File: src/rtl/ncsl_pkg.sv
// Package for the nesting comment / delimited string lexer.
// Holds the status and phase codes, the character item type and character helpers.
// No dependencies; used by the interfaces, the lexer engine and the top level.
package ncsl_pkg;

    // Result status codes
    typedef enum logic [2:0] {
        ST_CONT    = 3'd0,
        ST_COMMENT = 3'd1,
        ST_STRING  = 3'd2,
        ST_BAD     = 3'd3,
        ST_END     = 3'd4,
        ST_LIMIT   = 3'd5
    } status_t;

    // Scanner phases
    typedef enum logic [3:0] {
        PH_IDLE      = 4'd0,
        PH_C_OPEN    = 4'd1,
        PH_C_BODY    = 4'd2,
        PH_S_QUOTE   = 4'd3,
        PH_S_OPEN    = 4'd4,
        PH_S_IDENT   = 4'd5,
        PH_S_HEREDOC = 4'd6,
        PH_S_BRACKET = 4'd7,
        PH_S_CLOSEQ  = 4'd8
    } phase_t;

    // Class of the previous character inside a comment body
    typedef enum logic [1:0] {
        CL_NONE  = 2'd0,
        CL_SLASH = 2'd1,
        CL_PLUS  = 2'd2
    } prev_class_t;

    localparam int CH_W = 21;
    localparam int DCH_W = 7;

    // One input request
    typedef struct packed {
        logic [CH_W-1:0] ch;
        logic            at_end;
        logic            start_req;
        logic            comment_allowed;
        logic            string_allowed;
    } char_item_t;

    localparam logic [CH_W-1:0] CH_SLASH  = 21'h00002F;
    localparam logic [CH_W-1:0] CH_PLUS   = 21'h00002B;
    localparam logic [CH_W-1:0] CH_Q      = 21'h000071;
    localparam logic [CH_W-1:0] CH_QUOTE  = 21'h000022;
    localparam logic [CH_W-1:0] CH_NL     = 21'h00000A;
    localparam logic [CH_W-1:0] CH_LPAREN = 21'h000028;
    localparam logic [CH_W-1:0] CH_RPAREN = 21'h000029;
    localparam logic [CH_W-1:0] CH_LBRACK = 21'h00005B;
    localparam logic [CH_W-1:0] CH_RBRACK = 21'h00005D;
    localparam logic [CH_W-1:0] CH_LBRACE = 21'h00007B;
    localparam logic [CH_W-1:0] CH_RBRACE = 21'h00007D;
    localparam logic [CH_W-1:0] CH_LANGLE = 21'h00003C;
    localparam logic [CH_W-1:0] CH_RANGLE = 21'h00003E;

    // Bracket kind codes
    localparam logic [1:0] BK_PAREN = 2'd0;
    localparam logic [1:0] BK_BRACK = 2'd1;
    localparam logic [1:0] BK_BRACE = 2'd2;
    localparam logic [1:0] BK_ANGLE = 2'd3;

    function automatic logic [CH_W-1:0] open_char(input logic [1:0] kind);
        logic [CH_W-1:0] r;
        unique case (kind)
            BK_PAREN: r = CH_LPAREN;
            BK_BRACK: r = CH_LBRACK;
            BK_BRACE: r = CH_LBRACE;
            BK_ANGLE: r = CH_LANGLE;
            default:  r = CH_LPAREN;
        endcase
        return r;
    endfunction

    function automatic logic [CH_W-1:0] close_char(input logic [1:0] kind);
        logic [CH_W-1:0] r;
        unique case (kind)
            BK_PAREN: r = CH_RPAREN;
            BK_BRACK: r = CH_RBRACK;
            BK_BRACE: r = CH_RBRACE;
            BK_ANGLE: r = CH_RANGLE;
            default:  r = CH_RPAREN;
        endcase
        return r;
    endfunction

    // Identifier character: letters, digits, underscore
    function automatic logic ident_char(input logic [CH_W-1:0] c);
        return (c >= 21'h61 && c <= 21'h7A) || (c >= 21'h41 && c <= 21'h5A) ||
               (c >= 21'h30 && c <= 21'h39) || c == 21'h5F;
    endfunction

endpackage

File: src/rtl/ncsl_char_if.sv
// Character channel: valid/ready handshake carrying one character request.
// Depends on ncsl_pkg for the field widths.
interface ncsl_char_if;
    import ncsl_pkg::*;

    logic            valid;
    logic            ready;
    logic [CH_W-1:0] ch;
    logic            at_end;
    logic            start_req;
    logic            comment_allowed;
    logic            string_allowed;

    modport source (
        output valid, ch, at_end, start_req, comment_allowed, string_allowed,
        input  ready
    );
    modport sink (
        input  valid, ch, at_end, start_req, comment_allowed, string_allowed,
        output ready
    );
endinterface

File: src/rtl/ncsl_status_if.sv
// Status channel: valid/ready handshake carrying one 3-bit status.
// Depends on ncsl_pkg for the status type.
interface ncsl_status_if;
    import ncsl_pkg::*;

    logic    valid;
    logic    ready;
    status_t status;

    modport source (
        output valid, status,
        input  ready
    );
    modport sink (
        input  valid, status,
        output ready
    );
endinterface

File: src/rtl/ncsl_lex_engine.sv
// Lexer engine: scan state, delimiter store and the one-character step logic.
// Depends on ncsl_pkg. State advances only on cycles where fire is high.
module ncsl_lex_engine #(
    parameter int MAX_DELIM_LEN = 32,
    parameter int DEPTH_BITS    = 16
) (
    input  logic                clk,
    input  logic                rst_n,
    input  logic                fire,
    input  ncsl_pkg::char_item_t item,
    output ncsl_pkg::status_t   status
);
    import ncsl_pkg::*;

    localparam int IDX_W = (MAX_DELIM_LEN > 1) ? $clog2(MAX_DELIM_LEN) : 1;
    localparam int DL_W  = $clog2(MAX_DELIM_LEN + 1);
    localparam int MP_W  = $clog2(MAX_DELIM_LEN + 2);
    localparam int MPX_W = MP_W + 1;

    phase_t                phase_reg, phase_next;
    logic [DEPTH_BITS-1:0] depth_reg, depth_next;
    prev_class_t           prev_reg, prev_next;
    logic [1:0]            bkind_reg, bkind_next;
    logic [DL_W-1:0]       dlen_reg, dlen_next;
    logic [MP_W-1:0]       mpos_reg, mpos_next;
    logic [DCH_W-1:0]      exp_reg;

    // Delimiter identifier store
    logic [DCH_W-1:0]      delim_mem [MAX_DELIM_LEN];

    status_t               st;
    logic                  mem_we;
    logic [IDX_W-1:0]      mem_waddr;
    logic [MP_W-1:0]       rd_pos;
    logic [IDX_W-1:0]      mem_raddr;
    logic [DL_W-1:0]       dlen_cur;
    logic [CH_W-1:0]       c;
    logic [CH_W-1:0]       expected;
    logic [MPX_W-1:0]      mpos_inc;
    logic [MPX_W-1:0]      mpos_done;

    assign c = item.ch;

    // Next expected heredoc character: newline, stored identifier char or quote
    always_comb
    begin
        if (mpos_reg == '0)
            expected = CH_NL;
        else if (mpos_reg <= MP_W'(dlen_reg))
            expected = CH_W'(exp_reg);
        else
            expected = CH_QUOTE;
    end

    assign mpos_inc  = MPX_W'(mpos_reg) + MPX_W'(1);
    assign mpos_done = MPX_W'(dlen_reg) + MPX_W'(2);
    assign dlen_cur  = (phase_reg == PH_S_OPEN) ? '0 : dlen_reg;

    // Step logic
    always_comb
    begin
        phase_next = phase_reg;
        depth_next = depth_reg;
        prev_next  = prev_reg;
        bkind_next = bkind_reg;
        dlen_next  = dlen_reg;
        mpos_next  = mpos_reg;
        mem_we     = 1'b0;
        mem_waddr  = dlen_cur[IDX_W-1:0];
        st         = ST_CONT;

        if (item.start_req)
        begin
            phase_next = PH_IDLE;
            depth_next = '0;
            prev_next  = CL_NONE;
            dlen_next  = '0;
            mpos_next  = '0;
            if (item.at_end)
                st = ST_END;
            else if (c == CH_SLASH && item.comment_allowed)
                phase_next = PH_C_OPEN;
            else if (c == CH_Q && item.string_allowed)
                phase_next = PH_S_QUOTE;
            else
                st = ST_BAD;
        end
        else if (phase_reg == PH_IDLE)
        begin
            st = ST_CONT;
        end
        else if (item.at_end)
        begin
            st = ST_END;
        end
        else
        begin
            unique case (phase_reg)
                PH_C_OPEN:
                begin
                    if (c != CH_PLUS)
                        st = ST_BAD;
                    else
                    begin
                        depth_next = DEPTH_BITS'(1);
                        prev_next  = CL_NONE;
                        phase_next = PH_C_BODY;
                    end
                end
                PH_C_BODY:
                begin
                    priority if (prev_reg == CL_SLASH && c == CH_PLUS)
                    begin
                        if (depth_reg == '1)
                            st = ST_LIMIT;
                        else
                        begin
                            depth_next = depth_reg + DEPTH_BITS'(1);
                            prev_next  = CL_NONE;
                        end
                    end
                    else if (prev_reg == CL_PLUS && c == CH_SLASH)
                    begin
                        prev_next = CL_NONE;
                        if (depth_reg <= DEPTH_BITS'(1))
                        begin
                            depth_next = '0;
                            st         = ST_COMMENT;
                        end
                        else
                            depth_next = depth_reg - DEPTH_BITS'(1);
                    end
                    else
                    begin
                        if (c == CH_SLASH)
                            prev_next = CL_SLASH;
                        else if (c == CH_PLUS)
                            prev_next = CL_PLUS;
                        else
                            prev_next = CL_NONE;
                    end
                end
                PH_S_QUOTE:
                begin
                    if (c != CH_QUOTE)
                        st = ST_BAD;
                    else
                        phase_next = PH_S_OPEN;
                end
                PH_S_OPEN, PH_S_IDENT:
                begin
                    // Bracket opener only right after q"
                    priority if (phase_reg == PH_S_OPEN && c == CH_LPAREN)
                    begin
                        bkind_next = BK_PAREN;
                        depth_next = DEPTH_BITS'(1);
                        phase_next = PH_S_BRACKET;
                    end
                    else if (phase_reg == PH_S_OPEN && c == CH_LBRACK)
                    begin
                        bkind_next = BK_BRACK;
                        depth_next = DEPTH_BITS'(1);
                        phase_next = PH_S_BRACKET;
                    end
                    else if (phase_reg == PH_S_OPEN && c == CH_LBRACE)
                    begin
                        bkind_next = BK_BRACE;
                        depth_next = DEPTH_BITS'(1);
                        phase_next = PH_S_BRACKET;
                    end
                    else if (phase_reg == PH_S_OPEN && c == CH_LANGLE)
                    begin
                        bkind_next = BK_ANGLE;
                        depth_next = DEPTH_BITS'(1);
                        phase_next = PH_S_BRACKET;
                    end
                    else
                    begin
                        // Heredoc identifier
                        dlen_next  = dlen_cur;
                        phase_next = PH_S_IDENT;
                        if (c == CH_NL)
                        begin
                            mpos_next  = MP_W'(1);
                            phase_next = PH_S_HEREDOC;
                        end
                        else if (!ident_char(c))
                            st = ST_BAD;
                        else if (dlen_cur >= DL_W'(MAX_DELIM_LEN))
                            st = ST_LIMIT;
                        else
                        begin
                            mem_we    = 1'b1;
                            dlen_next = dlen_cur + DL_W'(1);
                        end
                    end
                end
                PH_S_HEREDOC:
                begin
                    if (c == expected)
                    begin
                        mpos_next = mpos_inc[MP_W-1:0];
                        if (mpos_inc >= mpos_done)
                            st = ST_STRING;
                    end
                    else if (c == CH_NL)
                        mpos_next = MP_W'(1);
                    else
                        mpos_next = '0;
                end
                PH_S_BRACKET:
                begin
                    if (c == open_char(bkind_reg))
                    begin
                        if (depth_reg == '1)
                            st = ST_LIMIT;
                        else
                            depth_next = depth_reg + DEPTH_BITS'(1);
                    end
                    else if (c == close_char(bkind_reg))
                    begin
                        if (depth_reg <= DEPTH_BITS'(1))
                        begin
                            depth_next = '0;
                            phase_next = PH_S_CLOSEQ;
                        end
                        else
                            depth_next = depth_reg - DEPTH_BITS'(1);
                    end
                end
                PH_S_CLOSEQ:
                begin
                    st = (c == CH_QUOTE) ? ST_STRING : ST_BAD;
                end
                default:
                begin
                    st = ST_CONT;
                end
            endcase
        end

        // Any final status drops back to idle
        if (st != ST_CONT)
            phase_next = PH_IDLE;
    end

    assign status = st;

    // Store read address follows the next match position
    assign rd_pos    = mpos_next - MP_W'(1);
    assign mem_raddr = rd_pos[IDX_W-1:0];

    // Scan state registers
    always_ff @(posedge clk or negedge rst_n)
    begin
        if (!rst_n)
        begin
            phase_reg <= PH_IDLE;
            depth_reg <= '0;
            prev_reg  <= CL_NONE;
            bkind_reg <= BK_PAREN;
            dlen_reg  <= '0;
            mpos_reg  <= '0;
        end
        else if (fire)
        begin
            phase_reg <= phase_next;
            depth_reg <= depth_next;
            prev_reg  <= prev_next;
            bkind_reg <= bkind_next;
            dlen_reg  <= dlen_next;
            mpos_reg  <= mpos_next;
        end
    end

    // Delimiter store: one write port, registered read
    always_ff @(posedge clk)
    begin
        if (fire)
        begin
            if (mem_we)
                delim_mem[mem_waddr] <= c[DCH_W-1:0];
            exp_reg <= delim_mem[mem_raddr];
        end
    end

endmodule

File: src/rtl/nested_comment_string_lexer_core.sv
// Nesting comment and q-delimited string lexer, top level.
//
// Usage:
//   char_chan   (sink)   one character request per handshake: ch, at_end,
//                        start_req, comment_allowed, string_allowed.
//   status_chan (source) one status per request: 0 continue, 1 comment done,
//                        2 string done, 3 bad syntax, 4 end reached,
//                        5 limit exceeded. Any nonzero status ends the scan.
// A request taken into the input register is held there until the output
// register can take a result; its status is then loaded into that register.
// Throughput is one request per cycle while status_chan does not stall,
// set by the single pass through the step logic and one store read per request.
// When status_chan stalls, one more request is taken into the input
// register; char_chan.ready then drops until the output register empties.
// Reset clears the scan state to idle and empties both registers; the
// delimiter store needs no clearing since only entries of the current
// identifier are read.
// Depends on ncsl_pkg, ncsl_char_if, ncsl_status_if and ncsl_lex_engine.
module nested_comment_string_lexer_core #(
    parameter int MAX_DELIM_LEN = 32,
    parameter int DEPTH_BITS    = 16
) (
    input  logic           clk,
    input  logic           rst_n,
    ncsl_char_if.sink      char_chan,
    ncsl_status_if.source  status_chan
);
    import ncsl_pkg::*;

    logic       in_valid_reg;
    char_item_t in_item_reg;
    logic       out_valid_reg;
    status_t    status_reg;
    logic       advance;
    logic       take;
    status_t    step_status;

    // Input register moves forward when the output register can take a result
    assign advance = in_valid_reg && (!out_valid_reg || status_chan.ready);
    assign char_chan.ready = !in_valid_reg || advance;
    assign take = char_chan.valid && char_chan.ready;

    // Input register
    always_ff @(posedge clk or negedge rst_n)
    begin
        if (!rst_n)
            in_valid_reg <= 1'b0;
        else if (take)
            in_valid_reg <= 1'b1;
        else if (advance)
            in_valid_reg <= 1'b0;
    end

    always_ff @(posedge clk)
    begin
        if (take)
        begin
            in_item_reg.ch              <= char_chan.ch;
            in_item_reg.at_end          <= char_chan.at_end;
            in_item_reg.start_req       <= char_chan.start_req;
            in_item_reg.comment_allowed <= char_chan.comment_allowed;
            in_item_reg.string_allowed  <= char_chan.string_allowed;
        end
    end

    ncsl_lex_engine #(
        .MAX_DELIM_LEN (MAX_DELIM_LEN),
        .DEPTH_BITS    (DEPTH_BITS)
    ) u_engine (
        .clk    (clk),
        .rst_n  (rst_n),
        .fire   (advance),
        .item   (in_item_reg),
        .status (step_status)
    );

    // Output register
    always_ff @(posedge clk or negedge rst_n)
    begin
        if (!rst_n)
            out_valid_reg <= 1'b0;
        else if (advance)
            out_valid_reg <= 1'b1;
        else if (status_chan.ready)
            out_valid_reg <= 1'b0;
    end

    always_ff @(posedge clk)
    begin
        if (advance)
            status_reg <= step_status;
    end

    assign status_chan.valid  = out_valid_reg;
    assign status_chan.status = status_reg;

endmodule
File: src/flat_wrapper.sv
// flat-port wrapper written by rule: the top's interface ports become plain ports
module nested_comment_string_lexer_core_flat import ncsl_pkg::*;
#(
    parameter int MAX_DELIM_LEN = 32,
    parameter int DEPTH_BITS    = 16
)
  (clk, rst_n, char_chan_valid, char_chan_ch, char_chan_at_end, char_chan_start_req, char_chan_comment_allowed, char_chan_string_allowed, char_chan_ready, status_chan_valid, status_chan_status, status_chan_ready);
  ncsl_char_if char_chan_i ();
  ncsl_status_if status_chan_i ();
  input  logic clk;
  input  logic rst_n;
  input wire logic [$bits(char_chan_i.valid)-1:0] char_chan_valid;
  input wire logic [$bits(char_chan_i.ch)-1:0] char_chan_ch;
  input wire logic [$bits(char_chan_i.at_end)-1:0] char_chan_at_end;
  input wire logic [$bits(char_chan_i.start_req)-1:0] char_chan_start_req;
  input wire logic [$bits(char_chan_i.comment_allowed)-1:0] char_chan_comment_allowed;
  input wire logic [$bits(char_chan_i.string_allowed)-1:0] char_chan_string_allowed;
  output wire logic [$bits(char_chan_i.ready)-1:0] char_chan_ready;
  output wire logic [$bits(status_chan_i.valid)-1:0] status_chan_valid;
  output wire logic [$bits(status_chan_i.status)-1:0] status_chan_status;
  input wire logic [$bits(status_chan_i.ready)-1:0] status_chan_ready;
  assign char_chan_i.valid = char_chan_valid;
  assign char_chan_i.ch = char_chan_ch;
  assign char_chan_i.at_end = char_chan_at_end;
  assign char_chan_i.start_req = char_chan_start_req;
  assign char_chan_i.comment_allowed = char_chan_comment_allowed;
  assign char_chan_i.string_allowed = char_chan_string_allowed;
  assign char_chan_ready = char_chan_i.ready;
  assign status_chan_valid = status_chan_i.valid;
  assign status_chan_status = status_chan_i.status;
  assign status_chan_i.ready = status_chan_ready;
  nested_comment_string_lexer_core #(.MAX_DELIM_LEN(MAX_DELIM_LEN), .DEPTH_BITS(DEPTH_BITS)) u_core (.clk(clk), .rst_n(rst_n), .char_chan(char_chan_i), .status_chan(status_chan_i));
endmodule
File: config.mk
export PLATFORM = sky130hd
export DESIGN_NAME = nested_comment_string_lexer_core_flat
export DESIGN_NICKNAME = d
export VERILOG_FILES = /design/src/rtl/ncsl_pkg.sv /design/src/rtl/ncsl_char_if.sv /design/src/rtl/ncsl_status_if.sv /design/src/rtl/ncsl_lex_engine.sv /design/src/rtl/nested_comment_string_lexer_core.sv /design/src/flat_wrapper.sv
export SDC_FILE = /design/constraint.sdc
export NUM_CORES = 1
export LEC_CHECK = 0
export BUFFER_PORTS_ARGS = -buffer_cell sky130_fd_sc_hd__buf_2
export CORE_MARGIN = 2
export CORE_UTILIZATION = 40
export DETAILED_ROUTE_END_ITERATION = 16
export PLACE_DENSITY_LB_ADDON = 0.2
export REMOVE_ABC_BUFFERS = 1
export SYNTH_ARGS = -nofsm -noshare
export SYNTH_HDL_FRONTEND = slang
export SYNTH_HIERARCHICAL = 1
export SYNTH_SLANG_ARGS = --single-unit
File: constraint.sdc
create_clock -name clk -period 4.59 [get_ports clk]
set_input_delay 0.2295 -clock clk [delete_from_list [all_inputs] [get_ports clk]]
set_output_delay 0.2295 -clock clk [all_outputs]
set_load 0.03 [all_outputs]
==> results.sh <==
export IMPL_synth_top_cell_area_share=0.528
export IMPL_fp_dieArea_um2=38400
export IMPL_powerDensity_nw_per_um2=406
export IMPL_drtIter0Drc=881
export IMPL_grt_first_pass_wirelength_um=65800
export IMPL_cts_buffer_depth=3
export IMPL_fin_area_um2=18100
export IMPL_chipWidth_um=196
export IMPL_num_antenna_cells=0
export IMPL_finalCritPeriodShare=0.985
export IMPL_synth_edff_count=259
export IMPL_fin_util=0.496
export IMPL_gp_congestion=0.894
export IMPL_vias_per_cell=5.96
export IMPL_cts_tree="done"
export IMPL_clk_insertion_delay_late_ps=530
export IMPL_netlist_area_um2=14700
export IMPL_synth_cell_type_count=90
export IMPL_io_buffer_count=33
export IMPL_syn_inst=1268
export IMPL_synth_async_reset_ratio=0.128
export IMPL_synth_main_ff_cell="edfxtp_1"
export IMPL_tightest_slew_ps=1050
export IMPL_crit_fanout=15
export IMPL_vias=11400
export IMPL_num_fill_cells=3210
export IMPL_finClkSkew_ps=14.1
export IMPL_rsz0062_at_grt="true"
export IMPL_numClockSinks=297
export IMPL_initial_utilization=0.405
export IMPL_core_area_um2=36400
export IMPL_period_needed_ps=4520
export IMPL_synth_seq_cells=297
export IMPL_dp_hpwl_um=28800
export IMPL_endpoint_kind="flop"
export IMPL_ctsHtreeMaxLevel=2
export IMPL_yosysTopAreaCell="edfxtp_1"
export IMPL_grt_overflow=0
export IMPL_dieHeight_um=196
export IMPL_placed_area_um2=16100
export IMPL_drc=0
export IMPL_dr_pass1_iters=5
export IMPL_grtUsageTotal=0.224
export IMPL_finalSetupViolCount=0
export IMPL_drtAntennaViolNets=0
export IMPL_maxSlewHeadroom=0.300
export IMPL_arrival_ps=4800
export IMPL_crit_type="reg -> reg"
export IMPL_hold_slack_ps=386
export IMPL_cts_buffers_inserted=34
export IMPL_clkTransAtPathRegs_ps=60
export IMPL_wl_um=44000
export IMPL_crit_path_start_kind="flop"
export IMPL_ys_warn_count=6
export IMPL_yosysMostFrequentCell="edfxtp_1"
export IMPL_drive_gt1_frac=0.203
export IMPL_ys_seq_area_frac=0.592
export IMPL_synth_area_leaders="edfxtp_1 (53%), dfrtp_1 (6.4%), a211oi_1 (5.8%)"
export IMPL_grt_max_degree=60
export IMPL_status="finished, final reports clean"
export IMPL_synth_commonest_cells="edfxtp_1 (259), and3_1 (116), a211oi_1 (114)"
export IMPL_area_growth_syn_to_layout_pct=22.7
export IMPL_largest_reg_flops=224
export IMPL_antenna_found_initial=0
export IMPL_required_ps=4870
export IMPL_grt_pass1_vias=11000
export IMPL_power_leakage_nw=6.57
export IMPL_r2r_slack_ps=70
export IMPL_hold_class="in -> async"
export IMPL_num_rows=70
export IMPL_wire_per_inst_um=23.0
export IMPL_drv_slew=0
export IMPL_cap_viol_max_count=0
export IMPL_avgSynthCellArea_um2=11.6
export IMPL_fmax_ghz=0.221
export IMPL_finalHoldViolCount=0
export IMPL_ios=34
export IMPL_root_buffer="clkbuf_16"
export IMPL_finalNetCount=1484
export IMPL_vdd_drop_max_v=0.000307
[through the flow]
stage,setup WS [ps],instances,setup TNS [ps],total power [mW]
after detailed placement,-470,1809,-1230,4.60
after floorplan,-2490,1187,-16740,3.96
final,70.6,1918,0,7.35
after global routing,-51.7,1918,-196,7.65
after CTS,2.14,1900,0,7.19
after global placement,-464,1809,-834,4.58
[layer usage]
metal | vias to the layer above | global-route usage | share of wire
met5 | - | 0 | 0
met4 | 0 | 0.0805 | 0.030
met3 | 87 | 0.0361 | 0.067
met2 | 423 | 0.359 | 0.46
met1 | 5662 | 0.308 | 0.44
li1 | 5251 | - | -
[critical path, stage by stage (launching register included)]
cell and delay (ps):
dfrtp_1 340, inv_1 80, ha_4 270, nand4_1 200
nor2_2 210, buf_4 150, a311oi_4 100, o311ai_4 330
buf_4 180, o21ai_2 60, a211oi_2 320, ha_2 290
nor2_1 80, a21oi_4 200, buf_6 150, nand2_8 80
buf_12 170, clkbuf_16 180, a211oi_1 340, nor4_1 120
buf_4 170, o22ai_1 160, nor2_1 70
[area by class of cell]
cell class,count,area (um^2),area share
clock inverter,10,66.3,0.00367
timing repair buffer,203,1820,0.101
multi-input combinational,864,5830,0.322
tap,468,586,0.0324
inverter,26,97.6,0.00540
clock buffer,50,962,0.0532
sequential,297,8730,0.483
[final timing paths]
check / cells past startpoint / startpoint / end
min in group clk: 2 / char_chan_ch[20] / u_core/in_item_reg[24]
worst min register to register: 1 / u_core/u_engine/prev_reg[0] / u_core/u_engine/prev_reg[0]
max in group asynchronous: 2 / rst_n / u_core/u_engine/mpos_reg[0]
worst max register to register: 22 / u_core/u_engine/dlen_reg[4] / u_core/u_engine/exp_reg[4]
worst max-delay path: 22 / u_core/u_engine/dlen_reg[4] / u_core/u_engine/exp_reg[4]
worst min-delay path: 2 / rst_n / u_core/u_engine/depth_reg[15]
[layout by cell type (no fill, tap or decap), drive strengths merged, types with 5 or more instances in the layout]
cell           n
xor2          10
a211oi       115
nor3b          5
o22ai         16
or3            8
o41ai          6
o21a           9
nand2b        15
edfxtp       259
and2           9
inv           28
nor4          38
nand3         29
dlygate4sd3   29
or2            5
nor2         100
o21ai         61
a21oi         31
or4            6
buf          166
nor3          29
nand4         14
and3         116
ha            29
o211ai         5
dfrtp         38
xnor2         13
nor2b          8
a31oi         12
mux2i          8
clkbuf        58
nand2         95
clkinv         8
[cell families (layout without fill, tap and decap cells)]
family,after synthesis,after routing,share of synthesized area
buffers and inverters,107,289,0.0322
DFF,297,297,0.592
muxes,9,9,0.00704
xor gates and xnor gates,23,23,0.0137
and+or+nand+nor,494,494,0.182
AOI/OAI and AO/OA,309,309,0.149
adders and majority gates,29,29,0.0246
[where the power goes]
| group | leakage, nW | total (mW) | switching [mW] | internal [mW] |
|---|---|---|---|---|
| clock | 0.501 | 2.56 | 1.10 | 1.46 |
| sequential | 2.86 | 3.10 | 0.0833 | 3.01 |
| combinational | 3.21 | 1.69 | 0.979 | 0.715 |
| total | 6.57 | 7.35 | 2.16 | 5.19 |
[timing repair]
item | 4_1_cts | 5_1_grt
pin swaps | 4 | 14
hold buffers | 29 | 0
gates cloned | 0 | 8
endpoints found under the hold margin | 65 | 0
setup buffers | 2 | 10
setup endpoints to repair | 6 | 7
gates resized for setup | 10 | 54
Note: power is estimated with default switching activity, not from simulation.
